**src/hdl/rfps_pkg.sv**
```systemverilog
// Shared types and constants of the random frame plane selector.
package rfps_pkg;

    // Generator word and serial step counter
    localparam int RNG_W = 32;
    localparam int CNT_W = $clog2(RNG_W);
    localparam logic [RNG_W-1:0] LCG_MUL = 32'd1103515245;
    localparam logic [RNG_W-1:0] LCG_ADD = 32'd12345;

    // Result field width
    localparam int OUT_W = 5;

    // Walk run draws
    localparam int STRIDE_SPAN = 5;
    localparam int RUN_SPAN = 6;
    localparam int RUN_MIN = 2;

    // Configuration port
    localparam int ADDR_W = 3;
    localparam int CFG_IDX_W = 1;
    localparam logic [CFG_IDX_W-1:0] CFG_WALK_MODE = 1'd0;
    localparam logic [CFG_IDX_W-1:0] CFG_RNG_SEED = 1'd1;

    typedef enum logic [1:0] {
        S_IDLE,
        S_LCG,
        S_MOD,
        S_OUT
    } rfps_state_t;

    typedef enum logic [1:0] {
        P_SHOW,
        P_STRIDE,
        P_RUN,
        P_WALK
    } rfps_phase_t;

    typedef struct packed {
        logic busy;
        logic done;
    } rfps_unit_sts_t;

endpackage

```
**src/hdl/rfps_if.sv**
```systemverilog
// Stream channel interfaces for frame events and slot results.
interface rfps_in_if;
    logic valid;
    logic ready;
    logic restart;

    modport source (output valid, output restart, input ready);
    modport sink (input valid, input restart, output ready);
endinterface

interface rfps_out_if;
    logic                       valid;
    logic                       ready;
    logic [rfps_pkg::OUT_W-1:0] write_slot;
    logic [rfps_pkg::OUT_W-1:0] show_slot;

    modport source (output valid, output write_slot, output show_slot, input ready);
    modport sink (input valid, input write_slot, input show_slot, output ready);
endinterface

```
**src/hdl/rfps_lcg.sv**
```systemverilog
// Bit-serial linear congruential generator step: y = x * MUL + ADD mod 2^32.
module rfps_lcg
(
    input  logic                       clk,
    input  logic                       rst_n,
    input  logic                       start,
    input  logic [rfps_pkg::RNG_W-1:0] x,
    output logic [rfps_pkg::RNG_W-1:0] y,
    output rfps_pkg::rfps_unit_sts_t   sts
);

    logic                              busy_reg, busy_next;
    logic                              done_reg, done_next;
    logic [rfps_pkg::CNT_W-1:0]        cnt_reg, cnt_next;
    logic [rfps_pkg::RNG_W-1:0]        xs_reg, xs_next;
    logic [rfps_pkg::RNG_W-1:0]        ms_reg, ms_next;
    logic [rfps_pkg::RNG_W-1:0]        acc_reg, acc_next;

    always_comb
    begin
        busy_next = busy_reg;
        done_next = 1'b0;
        cnt_next  = cnt_reg;
        xs_next   = xs_reg;
        ms_next   = ms_reg;
        acc_next  = acc_reg;
        if (start)
        begin
            busy_next = 1'b1;
            cnt_next  = '0;
            xs_next   = x;
            ms_next   = rfps_pkg::LCG_MUL;
            acc_next  = rfps_pkg::LCG_ADD;
        end
        else if (busy_reg)
        begin
            // add the shifted multiplier for each set bit of x, low bit first
            acc_next = acc_reg + (xs_reg[0] ? ms_reg : '0);
            xs_next  = xs_reg >> 1;
            ms_next  = ms_reg << 1;
            cnt_next = cnt_reg + 1'b1;
            if (cnt_reg == rfps_pkg::CNT_W'(rfps_pkg::RNG_W - 1))
            begin
                busy_next = 1'b0;
                done_next = 1'b1;
            end
        end
    end

    always_ff @(posedge clk or negedge rst_n)
    begin
        if (!rst_n)
        begin
            busy_reg <= 1'b0;
            done_reg <= 1'b0;
            cnt_reg  <= '0;
        end
        else
        begin
            busy_reg <= busy_next;
            done_reg <= done_next;
            cnt_reg  <= cnt_next;
        end
    end

    always_ff @(posedge clk)
    begin
        xs_reg  <= xs_next;
        ms_reg  <= ms_next;
        acc_reg <= acc_next;
    end

    assign y        = acc_reg;
    assign sts.busy = busy_reg;
    assign sts.done = done_reg;

endmodule

```
**src/hdl/rfps_mod.sv**
```systemverilog
// Bit-serial restoring remainder of a 32-bit dividend by a narrow divisor.
module rfps_mod
#(
    parameter int MOD_W = 6
)
(
    input  logic                       clk,
    input  logic                       rst_n,
    input  logic                       start,
    input  logic [rfps_pkg::RNG_W-1:0] dividend,
    input  logic [MOD_W-1:0]           divisor,
    output logic [MOD_W-1:0]           remainder,
    output rfps_pkg::rfps_unit_sts_t   sts
);

    logic                              busy_reg, busy_next;
    logic                              done_reg, done_next;
    logic [rfps_pkg::CNT_W-1:0]        cnt_reg, cnt_next;
    logic [rfps_pkg::RNG_W-1:0]        dvd_reg, dvd_next;
    logic [MOD_W-1:0]                  dvs_reg, dvs_next;
    logic [MOD_W-1:0]                  rem_reg, rem_next;
    logic [MOD_W:0]                    trial;

    assign trial = {rem_reg, dvd_reg[rfps_pkg::RNG_W-1]};

    always_comb
    begin
        busy_next = busy_reg;
        done_next = 1'b0;
        cnt_next  = cnt_reg;
        dvd_next  = dvd_reg;
        dvs_next  = dvs_reg;
        rem_next  = rem_reg;
        if (start)
        begin
            busy_next = 1'b1;
            cnt_next  = '0;
            dvd_next  = dividend;
            dvs_next  = divisor;
            rem_next  = '0;
        end
        else if (busy_reg)
        begin
            // bring in the next dividend bit, high bit first
            if (trial >= {1'b0, dvs_reg})
                rem_next = MOD_W'(trial - {1'b0, dvs_reg});
            else
                rem_next = trial[MOD_W-1:0];
            dvd_next = dvd_reg << 1;
            cnt_next = cnt_reg + 1'b1;
            if (cnt_reg == rfps_pkg::CNT_W'(rfps_pkg::RNG_W - 1))
            begin
                busy_next = 1'b0;
                done_next = 1'b1;
            end
        end
    end

    always_ff @(posedge clk or negedge rst_n)
    begin
        if (!rst_n)
        begin
            busy_reg <= 1'b0;
            done_reg <= 1'b0;
            cnt_reg  <= '0;
        end
        else
        begin
            busy_reg <= busy_next;
            done_reg <= done_next;
            cnt_reg  <= cnt_next;
        end
    end

    always_ff @(posedge clk)
    begin
        dvd_reg <= dvd_next;
        dvs_reg <= dvs_next;
        rem_reg <= rem_next;
    end

    assign remainder = rem_reg;
    assign sts.busy  = busy_reg;
    assign sts.done  = done_reg;

endmodule

```
**src/hdl/random_frame_plane_selector.sv**
```systemverilog
// Sequence: a random-mode frame runs one serial draw and one serial remainder, a walk step
//   one serial remainder, a walk run start a draw and a remainder each for shown slot, stride and run.
// Throughput: one frame event at a time; the next is taken as soon as the result has moved
//   into the output register, which the serial multiplier and remainder unit pace.
// Reset: rst_n clears slot pointer, fill count, run timer, stride, shown slot and the
//   registers; the generator starts from the seed value 0.
module random_frame_plane_selector
#(
    parameter int SLOT_COUNT = 32
)
(
    input  logic                          clk,
    input  logic                          rst_n,
    rfps_in_if.sink                       in_ch,
    rfps_out_if.source                    out_ch,
    input  logic                          psel,
    input  logic                          penable,
    input  logic                          pwrite,
    input  logic [rfps_pkg::ADDR_W-1:0]   paddr,
    input  logic [31:0]                   pwdata,
    output logic [31:0]                   prdata,
    output logic                          pready
);

    localparam int SLOT_W = $clog2(SLOT_COUNT);
    localparam int FILL_W = $clog2(SLOT_COUNT + 1);
    localparam int MOD_W  = (FILL_W > 3) ? FILL_W : 3;
    localparam int T_W    = FILL_W + 3;

    // Sequencer
    rfps_pkg::rfps_state_t             state_reg, state_next;
    rfps_pkg::rfps_phase_t             phase_reg, phase_next;

    // Frame ring state
    logic [SLOT_W-1:0]                 next_slot_reg, next_slot_next;
    logic [FILL_W-1:0]                 fill_reg, fill_next;
    logic [2:0]                        run_timer_reg, run_timer_next;
    logic signed [2:0]                 stride_reg, stride_next;
    logic [SLOT_W-1:0]                 show_reg, show_next;
    logic [SLOT_W-1:0]                 written_reg, written_next;
    logic [rfps_pkg::RNG_W-1:0]        rng_reg, rng_next;

    // Registers
    logic                              walk_mode_reg, walk_mode_next;
    logic [rfps_pkg::RNG_W-1:0]        seed_reg, seed_next;

    // Output register
    logic                              out_valid_reg, out_valid_next;
    logic [rfps_pkg::OUT_W-1:0]        out_write_reg, out_write_next;
    logic [rfps_pkg::OUT_W-1:0]        out_show_reg, out_show_next;

    // Serial units
    logic                              lcg_start;
    logic [rfps_pkg::RNG_W-1:0]        lcg_y;
    rfps_pkg::rfps_unit_sts_t          lcg_sts;
    logic                              mod_start;
    logic [rfps_pkg::RNG_W-1:0]        mod_dividend;
    logic [MOD_W-1:0]                  mod_divisor;
    logic [MOD_W-1:0]                  mod_rem;
    rfps_pkg::rfps_unit_sts_t          mod_sts;

    // Frame event with restart applied
    logic [SLOT_W-1:0]                 slot_eff;
    logic [FILL_W-1:0]                 fill_eff;
    logic [FILL_W-1:0]                 fill_inc;
    logic [2:0]                        timer_eff;
    logic [SLOT_W-1:0]                 show_eff;
    logic [SLOT_W-1:0]                 slot_wrap;
    logic [T_W-1:0]                    walk_sum;

    // Masked result fields
    logic [SLOT_W+rfps_pkg::OUT_W-1:0] written_wide;
    logic [SLOT_W+rfps_pkg::OUT_W-1:0] show_wide;

    logic                              cfg_wr;
    logic [rfps_pkg::CFG_IDX_W-1:0]    cfg_idx;

    rfps_lcg u_lcg
    (
        .clk   (clk),
        .rst_n (rst_n),
        .start (lcg_start),
        .x     (rng_reg),
        .y     (lcg_y),
        .sts   (lcg_sts)
    );

    rfps_mod #(.MOD_W(MOD_W)) u_mod
    (
        .clk       (clk),
        .rst_n     (rst_n),
        .start     (mod_start),
        .dividend  (mod_dividend),
        .divisor   (mod_divisor),
        .remainder (mod_rem),
        .sts       (mod_sts)
    );

    // APB register access; pready is tied high, so a write lands on the access cycle
    assign pready  = 1'b1;
    assign cfg_wr  = psel && penable && pwrite;
    assign cfg_idx = paddr[rfps_pkg::ADDR_W-1:2];

    always_comb
    begin
        case (cfg_idx)
            rfps_pkg::CFG_WALK_MODE: prdata = {31'd0, walk_mode_reg};
            rfps_pkg::CFG_RNG_SEED:  prdata = seed_reg;
            default:                 prdata = '0;
        endcase
    end

    // Restart clears the ring counters before the frame is handled
    assign slot_eff  = in_ch.restart ? '0 : next_slot_reg;
    assign fill_eff  = in_ch.restart ? '0 : fill_reg;
    assign timer_eff = in_ch.restart ? '0 : run_timer_reg;
    assign show_eff  = in_ch.restart ? '0 : show_reg;
    assign fill_inc  = (fill_eff < FILL_W'(SLOT_COUNT)) ? fill_eff + 1'b1 : fill_eff;
    assign slot_wrap = (slot_eff == SLOT_W'(SLOT_COUNT - 1)) ? '0 : slot_eff + 1'b1;

    // Walk step: bias by four fill counts so a negative stride stays positive
    assign walk_sum = T_W'(show_eff) + T_W'({fill_inc, 2'b00})
                    + {{(T_W-3){stride_reg[2]}}, stride_reg};

    assign written_wide = {{rfps_pkg::OUT_W{1'b0}}, written_reg};
    assign show_wide    = {{rfps_pkg::OUT_W{1'b0}}, show_reg};

    assign in_ch.ready       = (state_reg == rfps_pkg::S_IDLE);
    assign out_ch.valid      = out_valid_reg;
    assign out_ch.write_slot = out_write_reg;
    assign out_ch.show_slot  = out_show_reg;

    always_comb
    begin
        state_next     = state_reg;
        phase_next     = phase_reg;
        next_slot_next = next_slot_reg;
        fill_next      = fill_reg;
        run_timer_next = run_timer_reg;
        stride_next    = stride_reg;
        show_next      = show_reg;
        written_next   = written_reg;
        rng_next       = rng_reg;
        walk_mode_next = walk_mode_reg;
        seed_next      = seed_reg;
        out_valid_next = out_valid_reg;
        out_write_next = out_write_reg;
        out_show_next  = out_show_reg;
        lcg_start      = 1'b0;
        mod_start      = 1'b0;
        mod_dividend   = '0;
        mod_divisor    = '0;

        // A seed write also reloads the generator
        if (cfg_wr)
        begin
            case (cfg_idx)
                rfps_pkg::CFG_WALK_MODE: walk_mode_next = pwdata[0];
                rfps_pkg::CFG_RNG_SEED:
                begin
                    seed_next = pwdata;
                    rng_next  = pwdata;
                end
                default: ;
            endcase
        end

        if (out_ch.valid && out_ch.ready)
            out_valid_next = 1'b0;

        case (state_reg)
            rfps_pkg::S_IDLE:
            begin
                if (in_ch.valid)
                begin
                    written_next   = slot_eff;
                    next_slot_next = slot_wrap;
                    fill_next      = fill_inc;
                    run_timer_next = timer_eff;
                    show_next      = show_eff;
                    if (walk_mode_reg && (timer_eff != 3'd0))
                    begin
                        // continue the run: one remainder, no draw
                        mod_start    = 1'b1;
                        mod_dividend = rfps_pkg::RNG_W'(walk_sum);
                        mod_divisor  = MOD_W'(fill_inc);
                        phase_next   = rfps_pkg::P_WALK;
                        state_next   = rfps_pkg::S_MOD;
                    end
                    else
                    begin
                        lcg_start  = 1'b1;
                        phase_next = rfps_pkg::P_SHOW;
                        state_next = rfps_pkg::S_LCG;
                    end
                end
            end

            rfps_pkg::S_LCG:
            begin
                if (lcg_sts.done)
                begin
                    rng_next     = lcg_y;
                    mod_start    = 1'b1;
                    mod_dividend = lcg_y;
                    case (phase_reg)
                        rfps_pkg::P_STRIDE: mod_divisor = MOD_W'(rfps_pkg::STRIDE_SPAN);
                        rfps_pkg::P_RUN:    mod_divisor = MOD_W'(rfps_pkg::RUN_SPAN);
                        default:            mod_divisor = MOD_W'(fill_reg);
                    endcase
                    state_next = rfps_pkg::S_MOD;
                end
            end

            rfps_pkg::S_MOD:
            begin
                if (mod_sts.done)
                begin
                    case (phase_reg)
                        rfps_pkg::P_WALK:
                        begin
                            show_next      = mod_rem[SLOT_W-1:0];
                            run_timer_next = run_timer_reg - 3'd1;
                            state_next     = rfps_pkg::S_OUT;
                        end
                        rfps_pkg::P_SHOW:
                        begin
                            show_next = mod_rem[SLOT_W-1:0];
                            if (walk_mode_reg)
                            begin
                                lcg_start  = 1'b1;
                                phase_next = rfps_pkg::P_STRIDE;
                                state_next = rfps_pkg::S_LCG;
                            end
                            else
                                state_next = rfps_pkg::S_OUT;
                        end
                        rfps_pkg::P_STRIDE:
                        begin
                            // remainders 0..4 map to strides -2, -1, 1, 2, 3
                            if (mod_rem[2:0] < 3'd2)
                                stride_next = mod_rem[2:0] - 3'd2;
                            else
                                stride_next = mod_rem[2:0] - 3'd1;
                            lcg_start  = 1'b1;
                            phase_next = rfps_pkg::P_RUN;
                            state_next = rfps_pkg::S_LCG;
                        end
                        default:
                        begin
                            run_timer_next = mod_rem[2:0] + 3'(rfps_pkg::RUN_MIN);
                            state_next     = rfps_pkg::S_OUT;
                        end
                    endcase
                end
            end

            rfps_pkg::S_OUT:
            begin
                // hold until the output register is free
                if (!out_valid_reg || out_ch.ready)
                begin
                    out_valid_next = 1'b1;
                    out_write_next = written_wide[rfps_pkg::OUT_W-1:0];
                    out_show_next  = show_wide[rfps_pkg::OUT_W-1:0];
                    state_next     = rfps_pkg::S_IDLE;
                end
            end

            default: state_next = rfps_pkg::S_IDLE;
        endcase
    end

    always_ff @(posedge clk or negedge rst_n)
    begin
        if (!rst_n)
        begin
            state_reg     <= rfps_pkg::S_IDLE;
            phase_reg     <= rfps_pkg::P_SHOW;
            next_slot_reg <= '0;
            fill_reg      <= '0;
            run_timer_reg <= '0;
            stride_reg    <= '0;
            show_reg      <= '0;
            rng_reg       <= '0;
            walk_mode_reg <= 1'b0;
            seed_reg      <= '0;
            out_valid_reg <= 1'b0;
        end
        else
        begin
            state_reg     <= state_next;
            phase_reg     <= phase_next;
            next_slot_reg <= next_slot_next;
            fill_reg      <= fill_next;
            run_timer_reg <= run_timer_next;
            stride_reg    <= stride_next;
            show_reg      <= show_next;
            rng_reg       <= rng_next;
            walk_mode_reg <= walk_mode_next;
            seed_reg      <= seed_next;
            out_valid_reg <= out_valid_next;
        end
    end

    always_ff @(posedge clk)
    begin
        written_reg   <= written_next;
        out_write_reg <= out_write_next;
        out_show_reg  <= out_show_next;
    end

    // The serial units are quiet whenever a new frame event can be taken
    assert property (@(posedge clk) disable iff (!rst_n)
        in_ch.ready |-> (!lcg_sts.busy && !mod_sts.busy))
        else $error("serial unit busy while idle");

    // A generator result only arrives while the sequencer waits for it
    assert property (@(posedge clk) disable iff (!rst_n)
        lcg_sts.done |-> (state_reg == rfps_pkg::S_LCG))
        else $error("generator done outside draw state");

    // A walk step never runs with an expired run timer
    assert property (@(posedge clk) disable iff (!rst_n)
        (state_reg == rfps_pkg::S_MOD && phase_reg == rfps_pkg::P_WALK)
            |-> (run_timer_reg != 3'd0))
        else $error("walk step with zero run timer");

    // Any delivered result implies at least one filled slot
    assert property (@(posedge clk) disable iff (!rst_n)
        out_valid_reg |-> (fill_reg != '0))
        else $error("result with empty ring");

    // Between frames the shown slot is always a filled one
    assert property (@(posedge clk) disable iff (!rst_n)
        (state_reg == rfps_pkg::S_IDLE && fill_reg != '0)
            |-> (FILL_W'(show_reg) < fill_reg))
        else $error("shown slot beyond fill count");

endmodule

```
**src/flat_wrapper.sv**
```systemverilog
// flat-port wrapper written by rule: the top's interface ports become plain ports
module random_frame_plane_selector_flat 
#(
    parameter int SLOT_COUNT = 32
)
  (clk, rst_n, psel, penable, pwrite, paddr, pwdata, prdata, pready, in_ch_valid, in_ch_restart, in_ch_ready, out_ch_valid, out_ch_write_slot, out_ch_show_slot, out_ch_ready);
  rfps_in_if in_ch_i ();
  rfps_out_if out_ch_i ();
  input  logic clk;
  input  logic rst_n;
  input  logic psel;
  input  logic penable;
  input  logic pwrite;
  input  logic [rfps_pkg::ADDR_W-1:0] paddr;
  input  logic [31:0] pwdata;
  output logic [31:0] prdata;
  output logic pready;
  input wire logic [$bits(in_ch_i.valid)-1:0] in_ch_valid;
  input wire logic [$bits(in_ch_i.restart)-1:0] in_ch_restart;
  output wire logic [$bits(in_ch_i.ready)-1:0] in_ch_ready;
  output wire logic [$bits(out_ch_i.valid)-1:0] out_ch_valid;
  output wire logic [$bits(out_ch_i.write_slot)-1:0] out_ch_write_slot;
  output wire logic [$bits(out_ch_i.show_slot)-1:0] out_ch_show_slot;
  input wire logic [$bits(out_ch_i.ready)-1:0] out_ch_ready;
  assign in_ch_i.valid = in_ch_valid;
  assign in_ch_i.restart = in_ch_restart;
  assign in_ch_ready = in_ch_i.ready;
  assign out_ch_valid = out_ch_i.valid;
  assign out_ch_write_slot = out_ch_i.write_slot;
  assign out_ch_show_slot = out_ch_i.show_slot;
  assign out_ch_i.ready = out_ch_ready;
  random_frame_plane_selector #(.SLOT_COUNT(SLOT_COUNT)) u_core (.clk(clk), .rst_n(rst_n), .in_ch(in_ch_i), .out_ch(out_ch_i), .psel(psel), .penable(penable), .pwrite(pwrite), .paddr(paddr), .pwdata(pwdata), .prdata(prdata), .pready(pready));
endmodule
```
**config.mk**
```make
export PLATFORM = sky130hd
export DESIGN_NAME = random_frame_plane_selector_flat
export DESIGN_NICKNAME = d
export VERILOG_FILES = /design/src/hdl/rfps_pkg.sv /design/src/hdl/rfps_if.sv /design/src/hdl/rfps_lcg.sv /design/src/hdl/rfps_mod.sv /design/src/hdl/random_frame_plane_selector.sv /design/src/flat_wrapper.sv
export SDC_FILE = /design/constraint.sdc
export NUM_CORES = 1
export LEC_CHECK = 0
export BUFFER_PORTS_ARGS = -buffer_cell sky130_fd_sc_hd__buf_2
export CAP_MARGIN = 20
export CORE_MARGIN = 4
export CORE_UTILIZATION = 40
export CTS_CLUSTER_DIAMETER = 50
export CTS_CLUSTER_SIZE = 16
export DETAILED_ROUTE_END_ITERATION = 12
export PLACE_DENSITY = 0.62
export REMOVE_ABC_BUFFERS = 1
export SETUP_SLACK_MARGIN = 0.4
export SLEW_MARGIN = 10
export SYNTH_ARGS = -nofsm -noshare
export SYNTH_HDL_FRONTEND = slang
export SYNTH_SLANG_ARGS = --single-unit
```
**constraint.sdc**
```tcl
create_clock -name clk -period 6.3 [get_ports clk]
set_input_delay 0.315 -clock clk [delete_from_list [all_inputs] [get_ports clk]]
set_output_delay 0.315 -clock clk [all_outputs]
set_load 0.01 [all_outputs]
```
# Word-level counts from Yosys, hierarchy flattened

Cells that the tools add are included.

Order comparisons: 3
Bitwise logic cells: 1
Add/subtract/negate cells: 12
Equal/unequal tests: 17
Muxes and demuxes: 78
Reductions and logical operators: 23

Operator list:

| cell                                        | count |
|---|---|
| 2-to-1 mux 32 bit                           | 11 |
| case mux 32 bit (2 select lines)            | 2 |
| 2-to-1 mux 5 bit                            | 10 |
| 2-to-1 mux 6 bit                            | 6 |
| adder 32 bit                                | 1 |
| case mux 6 bit (2 select lines)             | 2 |
| 2-to-1 mux 1 bit                            | 22 |
| 2-to-1 mux 2 bit                            | 10 |
| adder 5 x 1 -> 5 bit, second input constant | 3 |
| == test 5 bit, second input constant        | 3 |
| 2-to-1 mux 3 bit                            | 4 |
| case mux 2 bit (2 select lines)             | 3 |
| case mux 3 bit (2 select lines)             | 2 |
| AND reduction 4 bit                         | 3 |
| != test 2 bit, second input constant        | 5 |
| case mux 5 bit (2 select lines)             | 1 |
| adder 5 x 8 -> 9 bit                        | 1 |
| adder 9 bit                                 | 1 |
| 2-to-1 mux 9 bit                            | 1 |
| == test 2 bit, second input constant        | 4 |
| case mux 2 bit (4 select lines)             | 1 |
| AND reduction 2 bit                         | 4 |
| greater-or-equal comparator 7 x 6 -> 1 bit  | 1 |
| adder 6 x 1 -> 6 bit, second input constant | 1 |
| other kinds (20)                            | 32 |

Output and inout bits: 45
Word-level logic and storage cells: 160
Input port bits: 43
Register bits after elaboration: 261

# Logic depth before layout (Yosys ltp)

Depth in word-level cells: 9
Gate-level depth with buffers: 15
Mapped depth without buffers: 13

# By module

A second synthesis with hierarchy kept.

Cells, all modules: 1,261
Area, all modules: 13,955.9 um^2

By module, submodules not included:

| module                      | cells an instance | area an instance (um^2) | times used |
|---|---|---|---|
| random_frame_plane_selector | 522               | 5,795.6                 | 1 |
| rfps_lcg                    | 560               | 5,723.0                 | 1 |
| rfps_mod                    | 179               | 2,437.3                 | 1 |

# Least setup slack after synthesis

OpenSTA, ideal clock, no wires.

Path type: input port to flip-flop
Start: input port in_ch_restart
End: register u_core.u_mod.dvd_reg[7] (netlist name) (data pin)
Required time: 6.031 ns
Cell stages on the path: 15
Arrival time: 3.172 ns
Setup time: 0.269 ns
Buffers on the path: 2
Path slack: 2.859 ns
Path through: buf_2 > clkbuf_1 > nor2b_1 > ha_1 > a21boi_0 > a31oi_1 > fa_1 > inv_1 > ha_1 > a21o_1 > a21o_1 > a21o_1 > a21oi_1 > xor2_1 > o211ai_1

Longest elaborated chain between the ends: 9
Elaborated cells on any way between the ends: 17
Classes of those cells: add/sub: 3; order compare: 1; mux: 11; reduce/logical: 2

Ends and longest elaborated chain:

| what                                                                      | line                               | source |
|---|---|---|
| from (decl)                                                               | flat_wrapper.sv:19                 | `input wire logic [$bits(in_ch_i.restart)-1:0] in_ch_restart;` |
| 2-to-1 mux 6 bit                                                          | random_frame_plane_selector.sv:115 | `assign fill_eff = in_ch.restart ? '0 : fill_reg;` |
| adder 6 x 1 -> 6 bit / less-than comparator 6 bit (equally long branches) | random_frame_plane_selector.sv:118 | `assign fill_inc = (fill_eff < FILL_W'(SLOT_COUNT)) ? fill_eff + 1'b1 : fill_eff;` |
| 2-to-1 mux 6 bit                                                          | random_frame_plane_selector.sv:118 |  |
| adder 5 x 8 -> 9 bit                                                      | random_frame_plane_selector.sv:122 | `assign walk_sum = T_W'(show_eff) + T_W'({fill_inc, 2'b00})` |
| adder 9 bit                                                               | random_frame_plane_selector.sv:123 | `+ {{(T_W-3){stride_reg[2]}}, stride_reg};` |
| 2-to-1 mux 9 bit                                                          | random_frame_plane_selector.sv:181 | `if (walk_mode_reg && (timer_eff != 3'd0))` |
| 2-to-1 mux 32 bit                                                         | random_frame_plane_selector.sv:174 | `if (in_ch.valid)` |
| case mux 32 bit (2 select lines)                                          | random_frame_plane_selector.sv:171 | `case (state_reg)` |
| 2-to-1 mux 32 bit (*)                                                     | rfps_mod.sv:34                     | `if (start)` |
| named net u_core.u_mod.dvd_next, one bit                                  | rfps_mod.sv:19                     | `logic [rfps_pkg::RNG_W-1:0] dvd_reg, dvd_next;` |
| to (signal assigned)                                                      | rfps_mod.sv:77                     | `dvd_reg <= dvd_next;` |
| to (decl)                                                                 | rfps_mod.sv:19                     |  |

Mark *: on every way through the listed nets, which the timed path passes. The rest lies on a longest branch.
A chain may end at the register's enable or synchronous reset.

# Worst setup path after layout

Start: register u_core.u_lcg.xs_reg[0] (netlist name)
End: register u_core.u_lcg.acc_reg (netlist bit u_core.u_lcg.y[25])

Longest elaborated chain between the ends: 2

Ends and longest elaborated chain:

| what                   | line           | source |
|---|---|---|
| from (decl)            | rfps_lcg.sv:15 | `logic [rfps_pkg::RNG_W-1:0] xs_reg, xs_next;` |
| from (signal assigned) | rfps_lcg.sv:68 | `xs_reg <= xs_next;` |
| 2-to-1 mux 32 bit      | rfps_lcg.sv:38 | `acc_next = acc_reg + (xs_reg[0] ? ms_reg : '0);` |
| adder 32 bit           | rfps_lcg.sv:38 |  |
| to (signal assigned)   | rfps_lcg.sv:70 | `acc_reg <= acc_next;` |
| to (decl)              | rfps_lcg.sv:17 | `logic [rfps_pkg::RNG_W-1:0] acc_reg, acc_next;` |

No other way between the ends.

==> flow_metrics.tcl <==
set metrics [dict create \
    r2r_cells 11 \
    power_frac_seq_pct 39.3 \
    clk_latency_ns 0.55 \
    vdd_drop_max_v 0.000214 \
    finalWirelength_um 31000 \
    final_util_pct 46.8 \
    post_cts_buffers 0 \
    cts.clk_slew.worst_paths_ns 0.07 \
    finalHoldViolCount 0 \
    placed_cells 1843 \
    dieArea_um2 36700 \
    grt_max_degree 73 \
    crit_fanout 32 \
    hpwlAfterDp_um 21400 \
    reg2reg_to "u_core.u_lcg.y[25]" \
    worst_slew_pin_slew_ns 1.05 \
    cp-start-kind "register" \
    syn_inst 1367 \
    status "completed" \
    ctsHoldBuffers 4 \
    layout_common_cells "nand2_1 (253), o21ai_0 (111), dfrtp_1 (105)" \
    finalSetupViolations 0 \
    vias 9863 \
    swShare_pct 37.9 \
    fin_tns_setup_ns 0 \
    rsz0062_at_grt "false" \
    grt_pass1_wl_um 50700 \
    power_density_nw_per_um2 502 \
    whs_path_depth 2 \
    core_area_um2 32900 \
    final_cells 1900 \
    area_growth_syn_to_layout_pct 14.1 \
    ioPinCount 88 \
    required_ns 6.71 \
    period_share_pct 58.9 \
    fp-row-count 66 \
    die_w_um 192 \
    diodes 0 \
    r2r_slack_ns 2.59 \
    worstHoldStart "pwdata[16]" \
    fillers 3136 \
    layout.nets 1548 \
    grt_overflow 0 \
    drive_gt1_share_pct 14.1 \
    root_buffer "clkbuf_16" \
    pre_cts_ws_ns 2.66 \
    p_sw_mw 2.93 \
    cp.arrival_ns 4.12 \
    end_kind "register" \
    synth.avg_cell_area_um2 9.86 \
    p_int_mw 4.80 \
    cts_resized 0 \
    yosysWarnings 0 \
    drt_iter0_drc 546 \
    cts_buffer_depth 3 \
    critPathKind "register to register" \
    gp_congestion 0.893 \
    synth_cell_types 70 \
    antenna_found_initial 0 \
    cts.sinks 261 \
    clockPowerShare_pct 21.9 \
    drv_cap 0 \
    final_cell_area_um2 15400 \
    p_leak_nw 7.26 \
    numPortBuffers 84 \
    grt_use_total_pct 16.9 \
    synth-main-ff-cell "dfrtp_1" \
    firstDrtPassIters 5 \
    synthesis.area_um2 13500 \
    slew_headroom_pct 29.8 \
    seq_area_frac_synth_pct 49.0 \
    ant_nets 0 \
    comb_power_share_pct 38.8 \
    drc 0 \
    post_dp_cell_area_um2 14300 \
    timing.hold.ws_ns 0.0288 \
    r2r-start "u_core.u_lcg.xs_reg[0]" \
    fmax_ghz 0.270 \
    cts.htree.levels 1 \
    grt_pass1_vias 9661 \
    synth-seq-cells 261 \
    setup_ws_ns 2.59 \
    cts_tree "yes" \
    die-height_um 192 \
    synth_edf_count 85 \
    clock_skew_ns 0.0173 \
    viasPerCell 5.19 \
    fin_crit_ns 3.71 \
    wl_per_cell_um 16.3 \
    min_to "u_core.seed_reg[16]" \
    async_reset_ff_share_pct 40.6 \
    slew_viol_final 0 \
    start_util_pct 41.0 \
    numCtsBuffers 28 \
    hold_path.class "input port to register" \
    layout_commonest_cell "nand2_1" \
    report.power.total_mw 7.73 \
]
==> layer usage <==
layer  global-route usage, %  wire length, um  vias to the layer above
met4                    4.81              668                        0
li1                        -                -                     4922
met1                    25.1            15400                     4730
met2                    26.0            13500                      175
met3                    2.09             1390                       36
met5                       0                0                        -
==> cell usage after synthesis (5+ instances only) <==
master,count,area share (%)
a211o_1,5,0.32
a22o_1,9,0.58
o21ai_0,111,4.1
and3_1,7,0.32
mux2i_1,84,6.2
ha_1,63,5.8
or3_1,7,0.32
nor3_1,8,0.30
a211oi_1,9,0.50
dfxtp_1,70,10
edfxtp_1,85,19
nand4_1,12,0.56
nor2_1,86,2.4
clkbuf_1,60,1.7
nand2b_1,10,0.46
inv_1,39,1.1
mux2_2,35,2.9
xnor2_1,26,1.7
xor2_1,15,0.97
a21oi_1,45,1.7
a21o_1,20,1.1
nand2_1,253,7.0
nor2b_1,20,0.93
nand3_1,11,0.41
fa_1,6,0.89
a31oi_1,5,0.23
o21bai_1,6,0.33
and2_1,64,3.0
o211ai_1,12,0.67
o22ai_1,6,0.28
dfrtp_1,106,20
o21ai_1,13,0.48
==> power groups by stage <==
stage / sequential (mW) / clock (mW) / combinational [mW]
after floorplan: 2.93 / 0 / 2.31
after global placement: 3.04 / 0 / 2.91
after detailed placement: 3.07 / 0 / 2.97
after CTS: 3.04 / 1.74 / 2.99
after global routing: 3.12 / 1.80 / 3.41
final: 3.04 / 1.69 / 3.00
==> worst max-delay path, cell delays in order, from the launching register on <==
cell	delay, ns
edfxtp_1	0.97
nand2_1	0.25
inv_1	0.11
ha_1	0.24
a211oi_2	0.32
o21ai_2	0.13
a2111oi_0	0.46
o31ai_1	0.23
a21oi_1	0.43
o21ai_1	0.17
xnor2_1	0.16
o21ai_1	0.07
==> worst max path at each step <==
stage,from,cells after the start,to
2_1_floorplan,u_core.state_reg[1],5,u_core.u_lcg.xs_reg[0]
3_3_place_gp,u_core.u_lcg.xs_reg[0],11,u_core.u_lcg.y[25]
3_5_place_dp,u_core.u_lcg.xs_reg[0],11,u_core.u_lcg.y[25]
4_1_cts,u_core.u_lcg.xs_reg[0],11,u_core.u_lcg.y[25]
5_1_grt,u_core.u_lcg.xs_reg[0],11,u_core.u_lcg.y[29]
6_report,u_core.u_lcg.xs_reg[0],11,u_core.u_lcg.y[25]
==> layout make-up <==
cell class | count | area, um^2 | area share (%)
clock buffer | 32 | 758 | 4.93
clock inverter | 20 | 213 | 1.38
inverter | 42 | 158 | 1.02
multi-input combinational | 1000 | 6500 | 42.2
sequential | 261 | 6610 | 43.0
tap | 442 | 553 | 3.60
timing repair buffer | 103 | 596 | 3.87
==> kinds of logic (layout without fill, tap and decap cells) <==
logic type               Yosys count  count (layout)  synth area share, %
other                              1               1               0.0278
flip-flops                       261             261                 49.0
AO/OA/AOI/OAI                    277             277                 12.8
XOR/XNOR                          41              41                 2.66
adder cells (fa/ha/maj)           69              69                 6.74
multiplexers                     119             119                 9.16
buffers and inverters            106             197                 2.99
AND/OR/NAND/NOR                  493             493                 16.6
Note: power is estimated with default switching activity, not from simulation.
